===== src/sv/bcs_pkg.sv =====
`default_nettype none

package bcs_pkg;

    localparam int BCS_COORD_BITS = 16;
    localparam int BCS_SAMPLES    = 10;
    localparam int BCS_LANES      = 4;
    localparam int BCS_INDEX_BITS = 4;

    localparam logic [1:0] BCS_DEGREE_QUAD  = 2'd2;
    localparam logic [1:0] BCS_DEGREE_CUBIC = 2'd3;
    localparam logic [1:0] BCS_DEGREE_RESET = BCS_DEGREE_CUBIC;

    typedef logic signed [BCS_COORD_BITS-1:0] bcs_coord_t;

    typedef struct packed {
        bcs_coord_t y;
        bcs_coord_t x;
    } bcs_point_t;

    // One segment to sample, or one error result.
    typedef struct packed {
        bcs_point_t [BCS_LANES-1:0] pts;
        logic                       cubic;
        logic                       closing;
        logic                       bad;
    } bcs_job_t;

    // Sideband that travels with each sample down the pipeline.
    typedef struct packed {
        logic [BCS_INDEX_BITS-1:0] k;
        logic                      seg_done;
        logic                      curve_done;
        logic                      bad;
        logic                      cubic;
    } bcs_tag_t;

    // Bits of the largest Bernstein weight, SAMPLES^3.
    function automatic int bcs_wbits(int samples);
        return $clog2(samples ** 3 + 1);
    endfunction

endpackage

`default_nettype wire


===== src/sv/bcs_lane.sv =====
`default_nettype none

module bcs_lane import bcs_pkg::*; #(
    parameter int SAMPLES = BCS_SAMPLES,
    parameter int LANE    = 0
) (
    input  wire logic                           aclk,
    input  wire logic                           advance,
    input  wire logic [BCS_INDEX_BITS-1:0]      k,
    input  wire logic                           cubic,
    input  wire bcs_point_t                     pt,
    output logic signed [BCS_COORD_BITS+bcs_wbits(SAMPLES)-1:0] prod_x,
    output logic signed [BCS_COORD_BITS+bcs_wbits(SAMPLES)-1:0] prod_y
);

    localparam int WB = bcs_wbits(SAMPLES);
    localparam int PW = BCS_COORD_BITS + WB;
    localparam int KB = $clog2(SAMPLES);

    // C(d,j) * (SAMPLES-k)^(d-j) * k^j, zero for a lane beyond the degree
    function automatic int lane_weight(int d, int j, int kk);
        int w;
        w = (j == 0 || j == d) ? 1 : d;
        for (int i = 0; i < d - j; i++) begin
            w = w * (SAMPLES - kk);
        end
        for (int i = 0; i < j; i++) begin
            w = w * kk;
        end
        if (j > d) begin
            w = 0;
        end
        return w;
    endfunction

    logic [WB-1:0] wt2 [SAMPLES];
    logic [WB-1:0] wt3 [SAMPLES];

    for (genvar g = 0; g < SAMPLES; g++) begin : g_wt
        assign wt2[g] = WB'(lane_weight(2, LANE, g));
        assign wt3[g] = WB'(lane_weight(3, LANE, g));
    end

    logic [WB-1:0]      w;
    logic signed [PW:0] mx;
    logic signed [PW:0] my;
    logic signed [PW-1:0] prod_x_reg;
    logic signed [PW-1:0] prod_y_reg;

    always_comb begin
        w  = cubic ? wt3[k[KB-1:0]] : wt2[k[KB-1:0]];
        mx = $signed({1'b0, w}) * pt.x;
        my = $signed({1'b0, w}) * pt.y;
    end

    always_ff @(posedge aclk) begin
        if (advance) begin
            prod_x_reg <= mx[PW-1:0];
            prod_y_reg <= my[PW-1:0];
        end
    end

    assign prod_x = prod_x_reg;
    assign prod_y = prod_y_reg;

endmodule

`default_nettype wire


===== config.mk =====
export PLATFORM = sky130hd
export DESIGN_NAME = bcs_lane
export DESIGN_NICKNAME = d
export VERILOG_FILES = /design/src/sv/bcs_pkg.sv /design/src/sv/bcs_lane.sv
export SDC_FILE = /design/constraint.sdc
export NUM_CORES = 1
export LEC_CHECK = 0
export ABC_AREA = 1
export CELL_PAD_IN_SITES_DETAIL_PLACEMENT = 2
export CELL_PAD_IN_SITES_GLOBAL_PLACEMENT = 2
export CORE_ASPECT_RATIO = 1.1
export CORE_MARGIN = 3
export CORE_UTILIZATION = 44
export CTS_BUF_LIST = sky130_fd_sc_hd__clkbuf_8
export CTS_CLUSTER_DIAMETER = 100
export DETAILED_ROUTE_END_ITERATION = 12
export DONT_BUFFER_PORTS = 1
export PLACE_DENSITY_LB_ADDON = 0.1
export SKIP_LAST_GASP = 1
export SYNTH_ARGS = -nofsm -noshare
export SYNTH_HDL_FRONTEND = slang
export SYNTH_SLANG_ARGS = --single-unit

===== constraint.sdc =====
create_clock -name aclk -period 9.5 [get_ports aclk]
set_input_delay 0.475 -clock aclk [delete_from_list [all_inputs] [get_ports aclk]]
set_output_delay 0.475 -clock aclk [all_outputs]
set_load 0.1 [all_outputs]

Word level (Yosys, flattened, before mapping)
Memory sizes are Yosys's and may differ from the RTL's.
Index checks and enable logic that the tools add are counted.
W data, S select, Z words.
{"block": "word_totals", "ff_bits": 52, "romBits": 320, "in_bits": 39, "output_inout_bits": 52, "word_cells": 13, "memories": 2}
{"memory": "(no name shown)", "words": 16, "width": 10, "read_ports": 1, "rd_ports_with_merged_regs": 0, "wr": 0, "line": "bcs_lane.sv:51", "text": "w = cubic ? wt3[k[KB-1:0]] : wt2[k[KB-1:0]];"}
{"memory": "(no name shown)", "words": 16, "width": 10, "read_ports": 1, "rd_ports_with_merged_regs": 0, "wr": 0, "line": "bcs_lane.sv:51"}
{"block": "classes", "mul": 2, "magnitude_cmp": 1, "n_mux": 5, "n_bitwise": 1}
{"operator": "$mul A11 B16 Y26", "n": 2}
{"operator": "$mux W10", "n": 5}
{"operator": "$ge A5 B5 Y1 const B", "n": 1}
{"operator": "$not A4 Y5", "n": 1}

Longest topological paths before layout
{"block": "depth", "word_depth": 6, "depth_mapped": 32, "mapped_depth_nobuf": 30}

Worst setup path after synthesis
No wires, ideal clock.
{"block": "synth_path", "kind": "input -> register", "from": "in k[0]", "to": "reg prod_y_reg[25] (netlist: prod_y[25]), data pin", "setup_ns": 0.252, "arrival_ns": 5.261, "required_ns": 9.248, "path_slack_ns": 3.987, "path_stages": 26, "n_path_buf": 2, "cell_sequence": "buf_2 -> inv_1 -> ha_1 -> a211oi_1 -> o21ai_1 -> nand2_2 -> buf_6 -> nand2_1 -> fa_1 -> inv_1 -> fa_1 -> inv_1 -> fa_1 -> inv_1 -> fa_1 -> fa_1 -> ha_1 -> nand2_1 -> nor2_1 -> nand2_1 -> nor2_1 -> nand2_1 -> nand3_1 -> inv_1 -> nand2_1 -> nand2_1"}
{"block": "synth_via", "elab_chain_len": 6, "word_cells_on_any_way": 9, "classes_between": "1 x mul; 5 x mux; 1 x bitwise; 2 x memory"}
{"item": "from (decl)", "line": "bcs_lane.sv:9", "text": "input wire logic [BCS_INDEX_BITS-1:0] k,"}
{"item": "$not A4 Y5 (not written as such) (*)", "line": "bcs_lane.sv:51"}
{"item": "$mem_v2 Z16 W10"}
{"item": "$mux W10 (not written as such) (2 in series)", "line": "bcs_lane.sv:51"}
{"item": "$mux W10 (*)", "line": "bcs_lane.sv:51"}
{"item": "$mul A11 B16 Y26 (*)", "line": "bcs_lane.sv:53", "text": "my = $signed({1'b0, w}) * pt.y;"}
{"item": "via my[25]", "line": "bcs_lane.sv:46", "text": "logic signed [PW:0] my;"}
{"item": "to (signal assigned)", "line": "bcs_lane.sv:59", "text": "prod_y_reg <= my[PW-1:0];"}
{"item": "to (decl)", "line": "bcs_lane.sv:48", "text": "logic signed [PW-1:0] prod_y_reg;"}
The timed path passes the listed nets; every way through them passes the cells marked *. The select of a mux whose other input is x is not followed.
A chain may end at the register's enable or synchronous reset.

Worst setup path in the final report
{"block": "layout_path", "from": "in k[0]", "to": "reg prod_x_reg[24] (netlist: prod_x[24]), data pin"}
{"block": "layout_via", "elab_chain_len": 6, "word_cells_on_any_way": 9, "classes_between": "1 x mul; 5 x mux; 1 x bitwise; 2 x memory"}
{"item": "$not A4 Y5 (not written as such) (*)", "line": "bcs_lane.sv:51"}
{"item": "$mem_v2 Z16 W10"}
{"item": "$mux W10 (not written as such) (2 in series)", "line": "bcs_lane.sv:51"}
{"item": "$mux W10 (*)", "line": "bcs_lane.sv:51"}
{"item": "$mul A11 B16 Y26 (*)", "line": "bcs_lane.sv:52", "text": "mx = $signed({1'b0, w}) * pt.x;"}
{"item": "via mx[24]", "line": "bcs_lane.sv:45", "text": "logic signed [PW:0] mx;"}
{"item": "to (signal assigned)", "line": "bcs_lane.sv:58", "text": "prod_x_reg <= mx[PW-1:0];"}
{"item": "to (decl)", "line": "bcs_lane.sv:47", "text": "logic signed [PW-1:0] prod_x_reg;"}
Marks and branches as above.

==> impl_metrics.env <==
export IMPL_status="finished clean"
export IMPL_grt_pass1_wl_mm=80.0
export IMPL_startpoint_type="input pin"
export IMPL_grt_start_max_net_pins=53
export IMPL_syn_nets=2322
export IMPL_start_util_pct=44.9
export IMPL_antenna_found_initial=0
export IMPL_fin_crit_sh_pct=66.6
export IMPL_cts_tree="yes"
export IMPL_row_count=69
export IMPL_hold_class="in2reg"
export IMPL_synthCells=1878
export IMPL_worstMarginPinSlew_ns=1.19
export IMPL_antenna_cells=0
export IMPL_arrival_ns=6.49
export IMPL_via_per_inst=5.18
export IMPL_slew_limit_headroom_pct=20.9
export IMPL_nNetsFinal=2297
export IMPL_ant_nets=0
export IMPL_combinationalPowerShare_pct=64.2
export IMPL_crit_family="adder cells"
export IMPL_crit_buf_inv=4
export IMPL_num_io_pins=91
export IMPL_setup_tns_ns=0
export IMPL_cts_inserted_buffers=5
export IMPL_final_util_pct=46.3
export IMPL_critPathMaxFanout=37
export IMPL_rsz0062_at_grt="no"
export IMPL_power_total_mw=3.92
export IMPL_mostFrequentLayoutCell="inv_1"
export IMPL_drive_above_1_share_pct=1.83
export IMPL_critical_path_slowest_cell="fa_1"
export IMPL_ys_types=33
export IMPL_setup_viol_count_final=0
export IMPL_port_buffers=0
export IMPL_clkPwrFrac_pct=4.8
export IMPL_hold_end="prod_y[25]"
export IMPL_final_cell_mix="546 x inv_1, 446 x nand2_1, 284 x fa_1"
export IMPL_min_from="advance"
export IMPL_root_buffer="clkbuf_8"
export IMPL_first_global_vias=14600
export IMPL_required_ns=9.66
export IMPL_die_area_um2=35500
export IMPL_hold_depth=0
export IMPL_post_cts_resized=0
export IMPL_leakage_nw=8.52
export IMPL_slew_violations=0
export IMPL_drc=0
export IMPL_detail_route_wl_per_cell_um=22.0
export IMPL_drt_initial_drc_count=410
export IMPL_syn_to_final_growth_pct=3.01
export IMPL_ir_worst_vdd_v=0.000271
export IMPL_drtPass1Iterations=4
export IMPL_p_per_area_nw_per_um2=260
export IMPL_grt_use_total_pct=29.1
export IMPL_swShare_pct=64.2
export IMPL_die_h_um=197
export IMPL_clk_pin_slew_ns=0.15
export IMPL_max_freq_mhz=158
export IMPL_ys_ff_latch=52
export IMPL_critPathCaptureType="flip-flop"
export IMPL_post_cts_buffers=0
export IMPL_path_cells="inv_1, ha_1, a211oi_1, o21ai_1, nand2_2, nand2_1, fa_1, inv_1, fa_1, fa_1, fa_1, inv_1, fa_1, inv_1, ha_1, nand2_1, nor2_1, nand2_1, nor3_1, nand2_1, nand4_1, nand2_1"
export IMPL_overflow=0
export IMPL_yosys_warnings=0
export IMPL_internal_power_mw=1.40
export IMPL_syn_cell_area_um2=14600
export IMPL_finalHoldViolations=0
export IMPL_drt_total_wl_mm=50.3
export IMPL_cap_violations=0
export IMPL_globalplace_congestion=0.883
export IMPL_avgSynthCellArea_um2=7.79
export IMPL_hpwlAfterDp_mm=43.9
export IMPL_finalCriticalPeriod_ns=6.33
export IMPL_cpPeakStageDelay_ns=0.72
export IMPL_postCtsHoldBufs=0
export IMPL_fp_dieW_um=180
export IMPL_htree_levels=2
export IMPL_core_um2=32500
export IMPL_vias=11800
export IMPL_clock_sinks=52
export IMPL_path_class="in2reg"
export IMPL_p_switching_mw=2.52
export IMPL_clockBufferDepth=2
export IMPL_seq_power_share_pct=31.0
export IMPL_ys_seq_area_share_pct=10.7
-- power groups by stage --
stage	Sequential (mW)	Clock [mW]	Combinational, mW
floorplan	1.20	0	1.77
global placement	1.22	0	2.37
detailed placement	1.22	0	2.54
CTS	1.22	0.191	2.57
global route	1.23	0.196	2.90
finish	1.21	0.187	2.52
-- through the flow --
step | area [µm²] | cells | hold WS, ns | worst slack (ns)
floorplan | 14600 | 1878 | 0.587 | 3.99
global placement | 15000 | 2272 | 0.592 | 3.08
detailed placement | 15000 | 2272 | 0.593 | 2.80
CTS | 15100 | 2280 | 0.183 | 3.21
global route | 15100 | 2280 | 0.180 | 2.82
finish | 15100 | 2280 | 0.193 | 3.17
-- synthesized netlist by cell type --
| library cell | number | area [µm²] |
|---|---|---|
| clkbuf_1 | 6 | 22.5 |
| nor3_1 | 7 | 35.0 |
| o21ai_2 | 2 | 17.5 |
| nor2_1 | 204 | 766 |
| inv_2 | 8 | 30.0 |
| a211oi_1 | 1 | 7.51 |
| inv_1 | 546 | 2050 |
| nand4_1 | 14 | 87.6 |
| edfxtp_1 | 52 | 1560 |
| buf_6 | 9 | 101 |
| xnor2_1 | 11 | 96.3 |
| inv_4 | 1 | 6.26 |
| nand3_1 | 49 | 245 |
| nand3_2 | 1 | 10.0 |
| nand2_2 | 5 | 31.3 |
| o21ai_0 | 10 | 50.1 |
| o211ai_1 | 1 | 7.51 |
| xor2_1 | 19 | 166 |
| buf_4 | 2 | 15.0 |
| o21ai_1 | 3 | 15.0 |
| and2_1 | 1 | 6.26 |
| a21oi_2 | 1 | 8.76 |
| ha_1 | 121 | 1510 |
| o21bai_1 | 5 | 37.5 |
| nor2_2 | 3 | 18.8 |
| nand2_1 | 446 | 1670 |
| fa_1 | 284 | 5690 |
| a21oi_1 | 41 | 205 |
| clkbuf_2 | 8 | 40.0 |
| buf_2 | 11 | 55.1 |
| nor2_4 | 1 | 11.3 |
| nand3b_1 | 4 | 30.0 |
| nor3_4 | 1 | 16.3 |
-- worst max path at each step --
stage / from / end / depth (start not counted)
floorplan: k[0] / prod_y[25] / 26
finish: k[0] / prod_x[24] / 22
detailed placement: k[0] / prod_x[24] / 22
global placement: k[0] / prod_x[24] / 22
CTS: k[0] / prod_x[24] / 22
global route: k[0] / prod_x[24] / 22
-- cell families after synthesis --
kind of cell | after synthesis | synth area share (%)
AO/OA/AOI/OAI | 64 | 2.39
XOR/XNOR | 30 | 1.80
adder cells (fa/ha/maj) | 405 | 49.2
buffers and inverters | 591 | 15.9
flip-flops | 52 | 10.7
AND/OR/NAND/NOR | 736 | 20.0
-- per-layer routing --
layer | share of wire, % | track usage (%) | vias up
met3 | 3.1 | 3.19 | 114
met5 | 0 | 0 | -
met2 | 57 | 59.6 | 251
met4 | 5.1 | 12.9 | 0
met1 | 35 | 29.2 | 6103
li1 | - | - | 5335
-- final cells by class --
cell class | count | area, µm²
clock buffer | 5 | 68.8
tap | 426 | 533
clock inverter | 3 | 42.5
timing repair buffer | 4 | 30.0
inverter | 555 | 2090
sequential | 52 | 1560
multi-input combinational | 1235 | 10700
fill | 3815 | 17500
(Power assumes the default switching activity.)
