**src/sv/bcs_pkg.sv**
```systemverilog
`default_nettype none

package bcs_pkg;

    localparam int BCS_COORD_BITS = 16;
    localparam int BCS_SAMPLES    = 10;
    localparam int BCS_LANES      = 4;
    localparam int BCS_INDEX_BITS = 4;

    localparam logic [1:0] BCS_DEGREE_QUAD  = 2'd2;
    localparam logic [1:0] BCS_DEGREE_CUBIC = 2'd3;
    localparam logic [1:0] BCS_DEGREE_RESET = BCS_DEGREE_CUBIC;

    typedef logic signed [BCS_COORD_BITS-1:0] bcs_coord_t;

    typedef struct packed {
        bcs_coord_t y;
        bcs_coord_t x;
    } bcs_point_t;

    // One segment to sample, or one error result.
    typedef struct packed {
        bcs_point_t [BCS_LANES-1:0] pts;
        logic                       cubic;
        logic                       closing;
        logic                       bad;
    } bcs_job_t;

    // Sideband that travels with each sample down the pipeline.
    typedef struct packed {
        logic [BCS_INDEX_BITS-1:0] k;
        logic                      seg_done;
        logic                      curve_done;
        logic                      bad;
        logic                      cubic;
    } bcs_tag_t;

    // Bits of the largest Bernstein weight, SAMPLES^3.
    function automatic int bcs_wbits(int samples);
        return $clog2(samples ** 3 + 1);
    endfunction

endpackage

`default_nettype wire

```
**src/sv/bcs_merge.sv**
```systemverilog
`default_nettype none

module bcs_merge import bcs_pkg::*; #(
    parameter int SAMPLES = BCS_SAMPLES
) (
    input  wire logic     aclk,
    input  wire logic     aresetn,
    input  wire logic     advance,
    input  wire logic     in_valid,
    input  wire bcs_tag_t in_tag,
    input  wire logic signed [BCS_COORD_BITS+bcs_wbits(SAMPLES)-1:0] prod_x [BCS_LANES],
    input  wire logic signed [BCS_COORD_BITS+bcs_wbits(SAMPLES)-1:0] prod_y [BCS_LANES],
    output logic          out_valid,
    output bcs_tag_t      out_tag,
    output bcs_coord_t    out_x,
    output bcs_coord_t    out_y
);

    localparam int WB = bcs_wbits(SAMPLES);
    localparam int PW = BCS_COORD_BITS + WB;
    localparam int SB = PW + 2;
    localparam int NB = BCS_COORD_BITS - 1 + WB;
    localparam int SH = NB;
    localparam longint DEN2 = SAMPLES ** 2;
    localparam longint DEN3 = SAMPLES ** 3;
    localparam longint RCP2 = (longint'(1) << SH) / DEN2;
    localparam longint RCP3 = (longint'(1) << SH) / DEN3;
    localparam int RB = $clog2(RCP2 + 1);
    localparam int MW = NB + RB;

    localparam logic [RB-1:0] RCP2_V  = RB'(RCP2);
    localparam logic [RB-1:0] RCP3_V  = RB'(RCP3);
    localparam logic [NB:0]   DEN2_V  = (NB+1)'(DEN2);
    localparam logic [NB:0]   DEN3_V  = (NB+1)'(DEN3);
    localparam logic [NB-1:0] HALF2_V = NB'(DEN2 / 2);
    localparam logic [NB-1:0] HALF3_V = NB'(DEN3 / 2);

    // sum stage
    logic                 s2_valid_reg;
    bcs_tag_t             s2_tag_reg;
    logic signed [SB-1:0] s2_sum_reg [2];
    logic signed [SB-1:0] s2_sum_next [2];

    // magnitude plus half stage
    logic                 s3_valid_reg;
    bcs_tag_t             s3_tag_reg;
    logic [NB-1:0]        s3_n_reg [2];
    logic [NB-1:0]        s3_n_next [2];
    logic                 s3_neg_reg [2];

    // reciprocal multiply stage
    logic                 s4_valid_reg;
    bcs_tag_t             s4_tag_reg;
    logic [NB-1:0]        s4_n_reg [2];
    logic                 s4_neg_reg [2];
    logic [BCS_COORD_BITS-1:0] s4_q_reg [2];
    logic [BCS_COORD_BITS-1:0] s4_q_next [2];

    // output stage
    logic                 out_valid_reg;
    bcs_tag_t             out_tag_reg;
    bcs_coord_t           out_reg [2];
    bcs_coord_t           out_next [2];

    always_comb begin
        logic signed [SB-1:0] mag;
        logic [MW-1:0]        mul;
        logic [NB:0]          qd;
        logic [NB:0]          rem;
        logic [BCS_COORD_BITS-1:0] q;
        logic [NB-1:0]        half;
        logic [RB-1:0]        rcp;
        logic [NB:0]          den;

        s2_sum_next[0] = '0;
        s2_sum_next[1] = '0;
        for (int l = 0; l < BCS_LANES; l++) begin
            s2_sum_next[0] = s2_sum_next[0] + SB'(prod_x[l]);
            s2_sum_next[1] = s2_sum_next[1] + SB'(prod_y[l]);
        end

        half = s2_tag_reg.cubic ? HALF3_V : HALF2_V;
        rcp  = s3_tag_reg.cubic ? RCP3_V : RCP2_V;
        den  = s4_tag_reg.cubic ? DEN3_V : DEN2_V;

        for (int a = 0; a < 2; a++) begin
            // round half away from zero on the magnitude
            mag          = s2_sum_reg[a][SB-1] ? -s2_sum_reg[a] : s2_sum_reg[a];
            s3_n_next[a] = NB'(mag) + half;

            // estimate is the true quotient or one below it
            mul          = MW'(s3_n_reg[a]) * MW'(rcp);
            s4_q_next[a] = BCS_COORD_BITS'(mul >> SH);

            qd  = (NB+1)'(s4_q_reg[a]) * den;
            rem = (NB+1)'(s4_n_reg[a]) - qd;
            q   = (rem >= den) ? s4_q_reg[a] + 1'b1 : s4_q_reg[a];
            out_next[a] = s4_neg_reg[a] ? -$signed(q) : $signed(q);
        end
    end

    always_ff @(posedge aclk) begin
        if (!aresetn) begin
            s2_valid_reg  <= 1'b0;
            s3_valid_reg  <= 1'b0;
            s4_valid_reg  <= 1'b0;
            out_valid_reg <= 1'b0;
        end else if (advance) begin
            s2_valid_reg  <= in_valid;
            s3_valid_reg  <= s2_valid_reg;
            s4_valid_reg  <= s3_valid_reg;
            out_valid_reg <= s4_valid_reg;
        end
    end

    always_ff @(posedge aclk) begin
        if (advance) begin
            s2_tag_reg  <= in_tag;
            s3_tag_reg  <= s2_tag_reg;
            s4_tag_reg  <= s3_tag_reg;
            out_tag_reg <= s4_tag_reg;
            for (int a = 0; a < 2; a++) begin
                s2_sum_reg[a] <= s2_sum_next[a];
                s3_n_reg[a]   <= s3_n_next[a];
                s3_neg_reg[a] <= s2_sum_reg[a][SB-1];
                s4_n_reg[a]   <= s3_n_reg[a];
                s4_neg_reg[a] <= s3_neg_reg[a];
                s4_q_reg[a]   <= s4_q_next[a];
                out_reg[a]    <= out_next[a];
            end
        end
    end

    assign out_valid = out_valid_reg;
    assign out_tag   = out_tag_reg;
    assign out_x     = out_reg[0];
    assign out_y     = out_reg[1];

endmodule

`default_nettype wire

```
**config.mk**
```make
export PLATFORM = sky130hd
export DESIGN_NAME = bcs_merge
export DESIGN_NICKNAME = d
export VERILOG_FILES = /design/src/sv/bcs_pkg.sv /design/src/sv/bcs_merge.sv
export SDC_FILE = /design/constraint.sdc
export NUM_CORES = 2
export LEC_CHECK = 0
export CORE_MARGIN = 5
export CORE_UTILIZATION = 30
export DETAILED_ROUTE_END_ITERATION = 10
export DONT_BUFFER_PORTS = 1
export SYNTH_ARGS = -nofsm -noshare
export SYNTH_HDL_FRONTEND = slang
export SYNTH_SLANG_ARGS = --single-unit
```
**constraint.sdc**
```tcl
create_clock -name aclk -period 14.92 [get_ports aclk]
set_input_delay 2.238 -clock aclk [delete_from_list [all_inputs] [get_ports aclk]]
set_output_delay 2.238 -clock aclk [all_outputs]
set_load 0.01 [all_outputs]
```
* After elaboration in Yosys (flattened, before gate mapping) *
Memory sizes are Yosys's and may differ from the RTL's.
Cells that the tools add are included.

word-level totals
  register bits after elaboration = 36
  RAM bits = 224
  input bits = 220
  output and inout bits = 41
  logic and storage cells = 64
  memories kept = 7

memories
  name         depth  width  rd ports  clocked after memory_dff  wr ports  line             text
  s2_sum_reg   2      28     2         0                         2         bcs_merge.sv:41  logic signed [SB-1:0] s2_sum_reg [2];
  s3_n_reg     2      25     2         0                         2         bcs_merge.sv:47  logic [NB-1:0] s3_n_reg [2];
  s4_n_reg     2      25     2         0                         2         bcs_merge.sv:54  logic [NB-1:0] s4_n_reg [2];
  out_reg      2      16     2         0                         2         bcs_merge.sv:62  bcs_coord_t out_reg [2];
  s4_q_reg     2      16     2         0                         2         bcs_merge.sv:56  logic [BCS_COORD_BITS-1:0] s4_q_reg [2];
  s3_neg_reg   2      1      2         0                         2         bcs_merge.sv:49  logic s3_neg_reg [2];
  +1 memories  n/a    n/a    n/a       n/a                       n/a       n/a

cells by class
  add/sub/neg operators = 16
  multiply operators = 4
  order comparisons = 2
  multiplexer cells = 11

operators with widths
  cell                                                             count
  25-bit by 19-bit multiplier with 41-bit output                   2
  16-bit 2-to-1 mux                                                4
  27-bit by 26-bit adder with 28-bit output                        2
  28-bit by 26-bit adder with 28-bit output                        2
  26-bit by 26-bit adder with 27-bit output                        2
  26-bit by 10-bit greater-or-equal comparator with 1-bit output   2
  16-bit by 10-bit multiplier with 26-bit output                   2
  25-bit by 26-bit subtractor with 26-bit output                   2
  25-bit by 9-bit adder with 25-bit output                         2
  25-bit 2-to-1 mux                                                2
  25-bit negation                                                  2
  16-bit by 1-bit adder with 16-bit output, second input constant  2
  16-bit negation                                                  2
  19-bit 2-to-1 mux                                                1
  10-bit 2-to-1 mux                                                1
  9-bit 2-to-1 mux                                                 1
  1-bit 2-to-1 mux                                                 2

* Logic depth before layout (Yosys ltp) *
  depth after elaboration = 7
  gate-level depth with buffers = 32
  mapped depth without buffers = 28

* Least setup slack after synthesis *
OpenSTA, ideal clock, no wires.

  path type = register -> register
  start = register s4_tag_reg[0] (netlist name)
  end = memory out_reg[0][10] (netlist name), data pin
  setup time = 0.258 ns
  arrival = 7.993 ns
  required time = 14.662 ns
  slack = 6.669 ns
  stages on the path, launching flop included = 31
  buffers on the path = 5
  period minus slack after synthesis = 8.251 ns
  cells stage by stage = edfxtp_1 clkbuf_1 inv_1 clkbuf_1 nor2_1 ha_1 or3_1 fa_1 inv_1 fa_1 fa_1 fa_1 inv_1 ha_1 clkbuf_1 a21oi_1 o21ai_1 o21ba_1 a21oi_1 or4_1 a2111o_1 a2111oi_2 and2_1 buf_4 buf_2 mux2i_1 ha_1 nor3b_1 nand4_1 o31a_1 xnor2_1

RTL lines
  item                      line              text
  start: declaration        bcs_merge.sv:53   bcs_tag_t s4_tag_reg;
  start signal: assignment  bcs_merge.sv:120  s4_tag_reg <= s3_tag_reg;
  end: declaration          bcs_merge.sv:62

==> qor.csv <==
metric;value;unit
status;finished, final reports clean;
period_needed;9070;ps
cp-end-kind;flop;
start_kind;flop;
port_buffers;0;
drt-met1-wl;49800;µm
rsz0062_at_grt;no;
ant_nets;0;
post-cts-setup-buffers;0;
ff2ff_path_depth;27;
htree_num_levels;2;
synthToLayoutAreaGrowth;8.58;%
die_h;396;µm
grt_usage;13.4;%
regToRegStartpoint;s4_tag_reg[0]$_DFFE_PP_;
dr.pass1.iters;7;
synth_top_area_share;34.2;%
clkSlewWorstSetupHoldPaths;60;ps
clockBufferDepth;3;
ys.flop_type;edfxtp_1;
viasPerCell;4.54;
die_area;157000;µm²
cp.required;15240;ps
synth_cell_types;96;
antenna_cells;0;
max_freq;110;MHz
slew_headroom;23.9;%
clock_skew;42.6;ps
grt_overflow;0;
critical_path_arrival;9390;ps
grt_pass1_vias;31142;
min-delay-path-class;flop to flop;
hold-path-cell-count;0;
synthCells;4307;
worst_pin_slew;1140;ps
synth.most_common_cell;inv_1;
start_util;30.2;%
insertion_delay;590;ps
crit_type;flop to flop;
drv_slew;0;
synth-edff-count;252;
rr_endpoint;out_reg[0][10]$_DFFE_PP_;
final-setup-viol-count;0;
synth_area_per_cell;10.4;µm²
period_share;60.8;%
wire_per_inst;16.1;µm
ctsResizeCount;0;
critPathLaunch;s4_tag_reg[0]$_DFFE_PP_;
placedCellCount;6274;
drt-total-wl;102000;µm
highest_layer;met5;
grt_pass1_wl;169000;µm
cap_viol_max_count;0;
placed_area;47200;µm²
rows;141;
largest_reg_flops;52;
dr_total_vias;28767;
numCtsBuffers;36;
wl_met2;45000;µm
synth_warnings;0;
yosysSeqAreaShare;17.1;%
synth_seq_cells;256;
grt_max_degree;257;
fin_tns_setup;0;ps
cts_hold_buf;0;
antenna_found_initial;1;
ioPinCount;261;
syn_area;44600;µm²
utilization;32.8;%
drc;0;
final_hold_viol_count;0;
core_region_area;148000;µm²
place_hpwl;88900;µm
async_flop_share;0;%
wl_met3;5700;µm
cts-root-buf;clkbuf_16;
yosysTopAreaCell;fa_1;
rrSetupSlack;5850;ps
drive_gt1_share;2.74;%
finalNonFillerCells;6340;
nets;5999;
synth_common_cells;1,071 x inv_1, 762 x fa_1, 635 x ha_1, 252 x edfxtp_1, 215 x nand2_1;
cts_tree;done;
min_from;s2_tag_reg[7]$_DFFE_PP_;
synth_area_leaders;fa_1 34%, ha_1 18%, edfxtp_1 17%;
min_to;s3_tag_reg[7]$_DFFE_PP_;
cts.sink_count;256;
drt_iter0_markers;1316;
gp_congestion;0.881;
cp_max_fo;65;
fin_area;48400;µm²
dieWidth;396;µm
worst max-delay path, stage by stage (launching register included):
cell       delay, ps
edfxtp_1         320
buf_4            480
nand2_1          220
inv_1            130
ha_1             240
ha_1             170
or2_2            290
fa_1             510
inv_1             50
fa_1             510
fa_1             530
fa_1             560
inv_1             50
ha_1             380
nor3b_1          180
nor4_1           350
nand4_1          170
or4_1            540
nor4_1           180
o2111ai_1        200
a2111oi_2        490
and2_1           660
mux2i_1          330
ha_1             200
nor3b_1          320
nand4_1          240
o31a_1           360
xnor2_1          130
layer usage:
layer	track usage (%)	vias to the layer above
met5	0	-
met4	2.44	2
met1	19.6	14247
met2	20.9	599
met3	2.35	95
li1	-	13824
metrics by stage:
step	setup slack, ps	hold WS (ps)
4_1_cts	5860	416
2_1_floorplan	6670	400
3_3_place_gp	6000	400
3_5_place_dp	5920	405
5_1_grt	5220	423
6_report	5850	416
kinds of logic after synthesis:
| kind of cell | count (synthesis) | synth area share (%) |
|---|---|---|
| buf+inv | 1130 | 9.55 |
| flops | 256 | 17.1 |
| compound gates | 475 | 7.00 |
| xor+xnor | 262 | 5.16 |
| fa+ha+maj | 1397 | 52.0 |
| mux | 21 | 0.513 |
| simple gates | 764 | 8.63 |
| other cells | 2 | 0.0168 |
worst max-delay path by stage:
stage	endpoint	slack, ps
final	out_reg[0][10]$_DFFE_PP_	5850
after CTS	out_reg[0][10]$_DFFE_PP_	5860
after floorplan	out_reg[0][10]$_DFFE_PP_	6670
after global placement	out_reg[0][10]$_DFFE_PP_	6000
after global routing	out_reg[0][12]$_DFFE_PP_	5220
after detailed placement	out_reg[0][12]$_DFFE_PP_	5920
area by class of cell:
type	instances	area [µm²]
clock inverter	24	259
fill	15027	99400
sequential	256	7650
inverter	1071	4020
timing repair buffer	16	120
tap	1930	2410
clock buffer	42	975
multi-input combinational	3001	33000
placed cells by master, fill, tap and decap left out, types with 23 or more instances in the layout:
cell / instances
conb_1: 82
o21ai_0: 113
fa_1: 762
and2_1: 28
a21oi_1: 110
nand3_1: 43
nand2b_1: 39
or3_1: 23
edfxtp_1: 252
or2_2: 23
xnor2_1: 164
ha_1: 635
nand2_1: 215
clkbuf_16: 37
nor2b_1: 75
a21o_1: 44
nor3_1: 44
nor2_1: 166
inv_1: 1071
xor2_1: 97
Power is not shown: default switching activity piles up to over one toggle a cycle in this logic, so the estimate is an artifact.
