==> config.mk <==
export PLATFORM = sky130hd
export DESIGN_NAME = bcs_front
export DESIGN_NICKNAME = d
export VERILOG_FILES = /design/src/sv/bcs_pkg.sv /design/src/sv/bcs_front.sv
export SDC_FILE = /design/constraint.sdc
export NUM_CORES = 1
export LEC_CHECK = 0
export BUFFER_PORTS_ARGS = -buffer_cell sky130_fd_sc_hd__buf_4
export CAP_MARGIN = 20
export CORE_MARGIN = 2
export CORE_UTILIZATION = 55
export CTS_CLUSTER_DIAMETER = 200
export CTS_CLUSTER_SIZE = 8
export DETAILED_ROUTE_END_ITERATION = 7
export PLACE_DENSITY_LB_ADDON = 0.1
export SYNTH_ARGS = -nofsm -noshare
export SYNTH_HDL_FRONTEND = slang
export SYNTH_SLANG_ARGS = --single-unit
==> constraint.sdc <==
create_clock -name aclk -period 13.76 [get_ports aclk]
set_input_delay 2.064 -clock aclk [delete_from_list [all_inputs] [get_ports aclk]]
set_output_delay 2.064 -clock aclk [all_outputs]
set_load 0.05 [all_outputs]
==> src/sv/bcs_pkg.sv <==
`default_nettype none

package bcs_pkg;

    localparam int BCS_COORD_BITS = 16;
    localparam int BCS_SAMPLES    = 10;
    localparam int BCS_LANES      = 4;
    localparam int BCS_INDEX_BITS = 4;

    localparam logic [1:0] BCS_DEGREE_QUAD  = 2'd2;
    localparam logic [1:0] BCS_DEGREE_CUBIC = 2'd3;
    localparam logic [1:0] BCS_DEGREE_RESET = BCS_DEGREE_CUBIC;

    typedef logic signed [BCS_COORD_BITS-1:0] bcs_coord_t;

    typedef struct packed {
        bcs_coord_t y;
        bcs_coord_t x;
    } bcs_point_t;

    // One segment to sample, or one error result.
    typedef struct packed {
        bcs_point_t [BCS_LANES-1:0] pts;
        logic                       cubic;
        logic                       closing;
        logic                       bad;
    } bcs_job_t;

    // Sideband that travels with each sample down the pipeline.
    typedef struct packed {
        logic [BCS_INDEX_BITS-1:0] k;
        logic                      seg_done;
        logic                      curve_done;
        logic                      bad;
        logic                      cubic;
    } bcs_tag_t;

    // Bits of the largest Bernstein weight, SAMPLES^3.
    function automatic int bcs_wbits(int samples);
        return $clog2(samples ** 3 + 1);
    endfunction

endpackage

`default_nettype wire

==> src/sv/bcs_front.sv <==
`default_nettype none

module bcs_front import bcs_pkg::*; (
    input  wire logic       aclk,
    input  wire logic       aresetn,
    input  wire logic       cfg_valid,
    input  wire logic [1:0] cfg_data,
    input  wire logic       s_valid,
    output logic            s_ready,
    input  wire bcs_coord_t s_point_x,
    input  wire bcs_coord_t s_point_y,
    input  wire logic       s_last,
    output logic            job_valid,
    output bcs_job_t        job,
    input  wire logic       job_ready
);

    logic [1:0]  degree_reg;
    bcs_point_t  first_reg, first_next;
    bcs_point_t  seg_reg [3];
    bcs_point_t  seg_next [3];
    logic [1:0]  held_reg, held_next;
    logic        open_reg, open_next;
    logic        job_valid_reg, job_valid_next;
    bcs_job_t    job_reg, job_new;

    logic        cubic;
    logic [1:0]  deg;
    logic        emit;
    logic        accept;
    bcs_point_t  pt;

    assign s_ready   = aresetn && (!job_valid_reg || job_ready);
    assign accept    = s_valid && s_ready;
    assign job_valid = job_valid_reg;
    assign job       = job_reg;

    always_comb begin
        cubic      = (degree_reg == BCS_DEGREE_CUBIC);
        deg        = cubic ? BCS_DEGREE_CUBIC : BCS_DEGREE_QUAD;
        pt.x       = s_point_x;
        pt.y       = s_point_y;
        first_next = first_reg;
        seg_next   = seg_reg;
        held_next  = held_reg;
        open_next  = open_reg;
        emit       = 1'b0;
        job_new    = '0;
        job_new.cubic = cubic;

        if (!open_reg) begin
            first_next  = pt;
            seg_next[0] = pt;
            held_next   = 2'd1;
            open_next   = 1'b1;
            if (s_last) begin
                // one-point curve
                open_next   = 1'b0;
                held_next   = 2'd0;
                emit        = 1'b1;
                job_new.bad = 1'b1;
            end
        end else if (s_last) begin
            open_next = 1'b0;
            held_next = 2'd0;
            emit      = 1'b1;
            if (held_reg != deg - 2'd1) begin
                job_new.bad = 1'b1;
            end else if (cubic) begin
                job_new.pts[0]  = seg_reg[0];
                job_new.pts[1]  = seg_reg[1];
                job_new.pts[2]  = pt;
                job_new.pts[3]  = first_reg;
                job_new.closing = 1'b1;
            end else begin
                job_new.pts[0]  = seg_reg[0];
                job_new.pts[1]  = pt;
                job_new.pts[2]  = first_reg;
                job_new.pts[3]  = first_reg;
                job_new.closing = 1'b1;
            end
        end else if (held_reg >= deg) begin
            emit           = 1'b1;
            job_new.pts[0] = seg_reg[0];
            job_new.pts[1] = seg_reg[1];
            job_new.pts[2] = cubic ? seg_reg[2] : pt;
            job_new.pts[3] = pt;
            seg_next[0]    = pt;
            held_next      = 2'd1;
        end else begin
            seg_next[held_reg] = pt;
            held_next          = held_reg + 2'd1;
        end

        job_valid_next = job_valid_reg;
        if (job_ready) begin
            job_valid_next = 1'b0;
        end
        if (accept && emit) begin
            job_valid_next = 1'b1;
        end
    end

    always_ff @(posedge aclk) begin
        if (!aresetn) begin
            degree_reg    <= BCS_DEGREE_RESET;
            held_reg      <= 2'd0;
            open_reg      <= 1'b0;
            job_valid_reg <= 1'b0;
        end else begin
            if (cfg_valid) begin
                degree_reg <= cfg_data;
            end
            if (accept) begin
                held_reg <= held_next;
                open_reg <= open_next;
            end
            job_valid_reg <= job_valid_next;
        end
    end

    always_ff @(posedge aclk) begin
        if (accept) begin
            first_reg <= first_next;
            seg_reg   <= seg_next;
            if (emit) begin
                job_reg <= job_new;
            end
        end
    end

endmodule

`default_nettype wire

**Word-level counts from Yosys, hierarchy flattened**

Index checks and enable logic that the tools add are counted.

- Input bits: 40
- Register bits after elaboration: 265

- $lt $le $gt $ge: 3
- Multiplexer cells: 28
- $add $sub $neg: 2
- Bitwise logic cells: 4
- Eq/ne operators: 3
- Reductions and logical operators: 12

Operator list:

| operator | number |
|---|---|
| 2-to-1 mux 128 bit | 3 |
| 2-to-1 mux 96 bit | 2 |
| 2-to-1 mux 32 bit | 4 |
| bitwise mux 96 bit | 1 |
| demux 32 bit (select 2 bit) | 1 |
| 2-to-1 mux 64 bit | 1 |
| 2-to-1 mux 1 bit | 13 |
| AND reduction 2 bit | 4 |
| 2-to-1 mux 2 bit | 3 |
| logical AND 1 bit | 4 |
| AND reduction 4 bit | 1 |
| greater-or-equal comparator 3 bit (second input constant) | 1 |
| < comparator 3 x 1 -> 1 bit (second input constant) | 1 |
| NOT 1 bit | 3 |
| NOT 2 -> 3 bit | 1 |
| adder 2 x 1 -> 2 bit (second input constant) | 1 |
| equality test 2 bit (second input constant) | 1 |
| greater-or-equal comparator 2 bit | 1 |
| inequality test 2 bit | 1 |
| inequality test 2 bit (second input constant) | 1 |
| nonzero test 2 bit | 1 |
| subtractor 2 x 1 -> 2 bit (second input constant) | 1 |
| logical NOT 1 bit | 1 |
| logical OR 1 bit | 1 |

**Depth between registers and ports, before layout**

Gate-level depths: netlist of the first run.

- Word-level depth: 9
- Depth in mapped cells: 7
- Gate-level depth less buffers: 6

**Least setup slack after synthesis of the first run**

No wires, ideal clock.

- Kind: input to register
- Start: input aresetn
- End: register job_reg (netlist bit job[0]) (enable)
- Setup time: 0.622 ns
- Stages on the path: 3
- Setup slack: 5.209 ns
- Arrival: 7.929 ns
- Required time: 13.138 ns
- Path through: clkbuf_1 > nand3_1 > nor2_1

- Word-level cells in the longest chain between the ends: 3

RTL lines:

| element | RTL line | source |
|---|---|---|
| from (decl) | bcs_front.sv:5 | `input wire logic aresetn,` |
| logical AND 1 bit | bcs_front.sv:33 | `assign s_ready = aresetn && (!job_valid_reg \|\| job_ready);` |
| logical AND 1 bit | bcs_front.sv:34 | `assign accept = s_valid && s_ready;` |
| AND reduction 2 bit (no line) | n/a |  |
| to (signal assigned) | bcs_front.sv:127 | `job_reg <= job_new;` |
| to (decl) | bcs_front.sv:25 | `bcs_job_t job_reg, job_new;` |

Every way passes these cells.
A chain may end at the register's enable or synchronous reset.

**Final worst setup path of the first run**

- Start: input job_ready
- End: output s_ready

- Word-level cells in the longest chain between the ends: 2

RTL lines:

| element | RTL line | source |
|---|---|---|
| from (decl) | bcs_front.sv:15 | `input wire logic job_ready` |
| logical OR 1 bit | bcs_front.sv:33 |  |
| logical AND 1 bit | bcs_front.sv:33 |  |
| to (decl) | bcs_front.sv:9 | `output logic s_ready,` |

Every way passes these cells.

==> flow_metrics.tcl, run 1 <==
set metrics [dict create \
    synthXorXnorAreaFrac 0 \
    crit_path_end_kind "output pin" \
    yosys.area_share.simple 0.0643 \
    finalWirelength_um 23100 \
    crit_type "in2out" \
    hpwl_um 13900 \
    ioPinCount 173 \
    crit_chain "buf_4 > nor2b_1 > nor2_1 > buf_4" \
    viasPerCell 6.14 \
    synth_area_mm2 0.0103 \
    cp-start-kind "primary input" \
    die_area_mm2 0.0197 \
    num_rows 49 \
    synthMuxAreaShare 0.00195 \
    hold_violations 0 \
    tns_ps 0 \
    dr_total_vias 6014 \
    synth_cell_types 45 \
    synth-edff-count 259 \
    clock_sinks 265 \
    ys_seq_elements 265 \
    drtIter0Drc 648 \
    postCtsSetupBuffers 0 \
    drv_slew 0 \
    drt-wirelength-per-cell_um 23.6 \
    synth_compound_area_frac 0.128 \
    grt_pass1_vias 6161 \
    place_area_mm2 0.0116 \
    ctsHoldBuffers 0 \
    design_area_mm2 0.0128 \
    layout-drive-gt1-share 0.328 \
    skew_ps 16.9 \
    die_w_um 141 \
    firstDrtPassIters 5 \
    status "finished clean" \
    grtUsageTotal 0.235 \
    gp_congestion 0.794 \
    synthCells 559 \
    crit_buf_inv 2 \
    setup_violations 0 \
    cp_common_cell "buf_4" \
    root_buffer "clkbuf_16" \
    finish.utilization 0.703 \
    area_growth_pct 24.5 \
    n_antenna_cell 0 \
    tightest_slew_ps 1010 \
    initial_core_util 0.565 \
    hold_class "reg2reg" \
    syn_area_per_cell_um2 18.3 \
    grt_max_degree 90 \
    min_period_over_period 0.342 \
    slowest_delay_ps 210 \
    cp.arrival_ps 2640 \
    cts_made_buffers 39 \
    max-vdd-ir-drop_mv 0.0929 \
    clk_path_buf_depth 3 \
    cts_tree "yes" \
    fp.dieH_um 141 \
    required_ps 11700 \
    synthAdderAreaFrac 0.00610 \
    antenna_left 0 \
    grt_pass1_wl_um 35600 \
    ys_warn_count 0 \
    fp.coreArea_mm2 0.0181 \
    port-buffer-count 172 \
    timing.reg2reg.setup_slack_ps 10720 \
    power_density_mw_per_mm2 147 \
    max_slew_margin 0.324 \
    crit_path_top_delay_cell "nor2b_1" \
    grt_antenna_before_repair 0 \
    cp_max_fo 3 \
    drc 0 \
    fmax_mhz 212 \
    synth_ff_type "edfxtp_1" \
    syn_nets 604 \
    h-tree-depth 2 \
    synth_top_family_by_area "compound AO/OA/AOI/OAI gates" \
    min_period_ps 4710 \
    largest_reg_flops 131 \
    leakage_nw 4.68 \
    grt_setup_unrepaired "no" \
    fin_nets 781 \
    yosysSeqAreaShare 0.770 \
    cp_top_family "buffers and inverters" \
    cts_resized 0 \
    overflow 0 \
    cap_viol_max_count 0 \
    async_flop_share 0 \
    clk_pin_slew_worst_paths_ps 50 \
    clock_latency_ps 510 \
]
tightest hold or removal path: stages, from the launching register on:
cell	delay, ps
dfxtp_1	340
o21ai_0	80
a21oi_1	60
routing by layer:
metal,GRT usage,up-vias,wire [µm]
met5,0,-,0
met4,0.0774,0,519
met3,0.0516,40,1710
met2,0.381,282,11300
met1,0.323,3025,9600
li1,-,2667,-
where the power goes:
part | total (W) | internal, W | leakage (nW) | switching [W]
Sequential | 0.000916 | 0.000908 | 2.45 | 0.00000819
Clock | 0.000849 | 0.000534 | 0.526 | 0.000314
Combinational | 0.000115 | 0.0000324 | 1.70 | 0.0000830
worst paths after layout:
| kind | endpoint | from | depth (start not counted) |
|---|---|---|---|
| setup / recovery | s_ready | job_ready | 4 |
| hold / removal | held_reg[0] | held_reg[0] | 2 |
| hold reg to reg | held_reg[0] | held_reg[0] | 2 |
| setup reg to reg | seg_reg[58] | degree_reg[0] | 5 |
stage by stage:
stage	power [W]	std cells	hold slack [ps]	worst slack (ps)
3_5_place_dp	0.00105	923	518	9060
5_1_grt	0.00193	980	564	9010
3_3_place_gp	0.00104	923	509	9050
2_1_floorplan	0.000999	559	484	5210
4_1_cts	0.00189	979	523	9050
6_report	0.00188	980	526	9050
layout make-up:
| cell class | instances | area (µm²) |
|---|---|---|
| clock inverters | 1 | 8.76 |
| inverters | 4 | 15.0 |
| clock buffers | 55 | 1080 |
| fillers | 1185 | 5380 |
| well taps | 229 | 287 |
| multi-input cells | 244 | 2090 |
| flip-flops and latches | 265 | 7900 |
| repair buffers | 182 | 1390 |
synth_stat cells, drive strengths merged (2+ instances only):
master,n,area share
nor2b,2,0.0020
nand2b,4,0.0024
edfxtp,259,0.76
ha,5,0.0061
clkbuf,14,0.0051
a21oi,5,0.0035
a21boi,32,0.023
buf,32,0.022
mux2i,2,0.0020
a22o,32,0.027
nor2,4,0.0015
and3,33,0.021
and2,6,0.0041
dfxtp,6,0.012
a221o,32,0.031
inv,4,0.0015
nand2,4,0.0017
o21ai,4,0.0034
nor3b,33,0.025
a32o,33,0.032
cell usage in the layout, fill, tap and decap left out, types with 4 or more instances in the layout:
cell type / netlist / routed
a32o_1: 33 / 33
buf_4: 3 / 181
a21boi_0: 29 / 29
dfxtp_1: 6 / 6
nand2b_1: 4 / 4
clkbuf_1: 14 / 14
clkbuf_16: 0 / 41
edfxtp_1: 259 / 259
a221o_1: 32 / 32
and3_1: 32 / 32
a22o_1: 32 / 32
ha_1: 5 / 5
nor3b_1: 32 / 32
cell families (layout without fill, tap and decap cells):
kind of cell | count (synthesis) | in the layout
AO/OA/AOI/OAI | 144 | 144
buffers and inverters | 50 | 242
flip-flops | 265 | 265
multiplexers | 2 | 2
AND/OR/NAND/NOR | 93 | 93
adder cells (fa/ha/maj) | 5 | 5
Power figures use the tool's default switching activity.
==> inputs of run 2 (changes only) <==
- CORE_UTILIZATION: 55 -> 50
- clock period: 13.76 -> 4.1 ns (I/O delays scaled with it)
==> run 2 against run 1 <==
Net effect:
- worst hold slack lost 190 ps
- die area grew 9.7%
- power grew to 3.3 times the previous value
- setup slack lost 7900 ps
- non-clock buffer count shrank 1
- critical path depth grew 2
- sequential power grew to 3.4 times the previous value
- combinational power grew to 3.4 times the previous value
- utilization shrank 6.9 points
- sequential cell count is the same
- clock-buffer cell count shrank 6
- design area grew 0.25%
- critical path type is now reg2reg
==> flow_metrics.tcl, run 2 (same netlist as run 1, synthesis figures left out) <==
set metrics [dict create \
    status "finished clean" \
    dp.cells 964 \
    cp.arrival_ps 3310 \
    p_int_w 0.00493 \
    setup_violations 0 \
    drv_slew 0 \
    pwr-share-seq 0.492 \
    skew_ps 7.63 \
    clk_pin_slew_worst_paths_ps 50 \
    overflow 0 \
    tightest_slew_ps 1050 \
    finish.utilization 0.634 \
    drc 0 \
    hold_violations 0 \
    crit_chain "and2_4 > ha_1 > and3b_4 > o21ai_4 > inv_2 > a22o_1" \
    grt_max_degree 85 \
    cts_resized 0 \
    port-buffer-count 172 \
    hold_class "in2reg" \
    power_density_mw_per_mm2 488 \
    cts_made_buffers 39 \
    hold_ws_ps 341 \
    finalWirelength_um 23300 \
    nFillCells 1437 \
    cap_viol_max_count 0 \
    layout_commonest_cell "edfxtp_1" \
    grtUsageTotal 0.214 \
    drtIter0Drc 586 \
    fin_nets 780 \
    grt_setup_unrepaired "no" \
    crit_type "reg2reg" \
    cp-start-kind "flip-flop" \
    r2r_cells 6 \
    power_w 0.00625 \
    grt_antenna_before_repair 0 \
    min_from "aresetn" \
    gp_congestion 0.786 \
    ioPinCount 173 \
    ctsHoldBuffers 0 \
    layout-drive-gt1-share 0.329 \
    num_rows 52 \
    clock_latency_ps 490 \
    min_period_over_period 0.721 \
    combinationalPowerShare 0.062 \
    grt_pass1_wl_um 35000 \
    max_slew_margin 0.296 \
    r2r-start "degree_reg[1]" \
    firstDrtPassIters 4 \
    die_area_mm2 0.0217 \
    initial_core_util 0.508 \
    crit_start "degree_reg[1]" \
    fp.dieH_um 147 \
    die_w_um 147 \
    min_period_ps 2960 \
    swShare 0.212 \
    whs_path_depth 2 \
    largest_reg_flops 131 \
    antenna_left 0 \
    fin_cells 1014 \
    crit_path_end_kind "flip-flop" \
    h-tree-depth 2 \
    grt_pass1_vias 5925 \
    fp.coreArea_mm2 0.0202 \
    root_buffer "clkbuf_16" \
    layout_common_cells "edfxtp_1 (259), buf_4 (179), clkbuf_16 (41)" \
    n_antenna_cell 0 \
    p_clk_frac 0.446 \
    clk_path_buf_depth 3 \
    viasPerCell 5.91 \
    hpwl_um 14300 \
    drt-wirelength-per-cell_um 22.9 \
    cts_tree "yes" \
    leakage_nw 4.67 \
    cp_max_fo 34 \
    area_growth_pct 24.8 \
    clock_sinks 265 \
    p_sw_w 0.00132 \
    tns_ps 0 \
    dr_total_vias 5991 \
    required_ps 4450 \
    slowest_delay_ps 640 \
    postCtsSetupBuffers 0 \
    fmax_mhz 338 \
    max-vdd-ir-drop_mv 0.253 \
    crit_path_top_delay_cell "inv_2" \
]
==> run 2: changes by cell type in the layout (fill, tap and decap cells not counted) <==
cell / change
buf_12: +2
buf_16: -1
buf_4: -2
clkbuf_1: -6
nor2_2: -1
nor2_4: +1
==> run 2: through the flow <==
step | setup slack (ps) | area [µm²]
after floorplan | 18.1 | 10300
after global placement | 1370 | 11700
after detailed placement | 1200 | 11700
after CTS | 1190 | 12800
after global routing | 982 | 12800
final | 1140 | 12800
==> run 2: worst paths after layout <==
path	endpoint	slack [ps]
max	job[100]	1140
min	degree_reg[1]	340
max reg2reg	job[100]	1140
min reg2reg	held_reg[0]	520
==> run 2: final cells by class <==
type | count | area [µm²] | share of cell area
Sequential cell | 265 | 7900 | 0.617
Multi-Input combinational cell | 244 | 2100 | 0.164
Timing Repair Buffer | 181 | 1380 | 0.108
Clock buffer | 49 | 1060 | 0.0825
Tap cell | 270 | 338 | 0.0264
Inverter | 4 | 15.0 | 0.00117
Clock inverter | 1 | 8.76 | 0.000684
==> run 2: power by group through the flow <==
stage / logic [W] / clock network [W] / registers [W]
after floorplan: 0.000119 / 0 / 0.00323
after global placement: 0.000380 / 0 / 0.00312
after detailed placement: 0.000388 / 0 / 0.00312
after CTS: 0.000389 / 0.00284 / 0.00308
after global routing: 0.000408 / 0.00295 / 0.00308
final: 0.000388 / 0.00278 / 0.00308
==> run 2: critical path: cells and delay by family, from the launching register on <==
family                     cells  cell delay [ps]
DFF                            1              450
AOI/OAI and AO/OA              2              570
buffers and inverters          1              640
and+or+nand+nor                2              840
adders and majority gates      1              290
==> run 2: metal layers <==
metal	part of all wire	up-vias	wire length, µm	global-route usage
met5	0	-	0	0
met4	0.030	0	690	0.0813
met3	0.084	48	1970	0.0441
met2	0.46	311	10800	0.325
met1	0.42	2971	9840	0.309
li1	-	2661	-	-
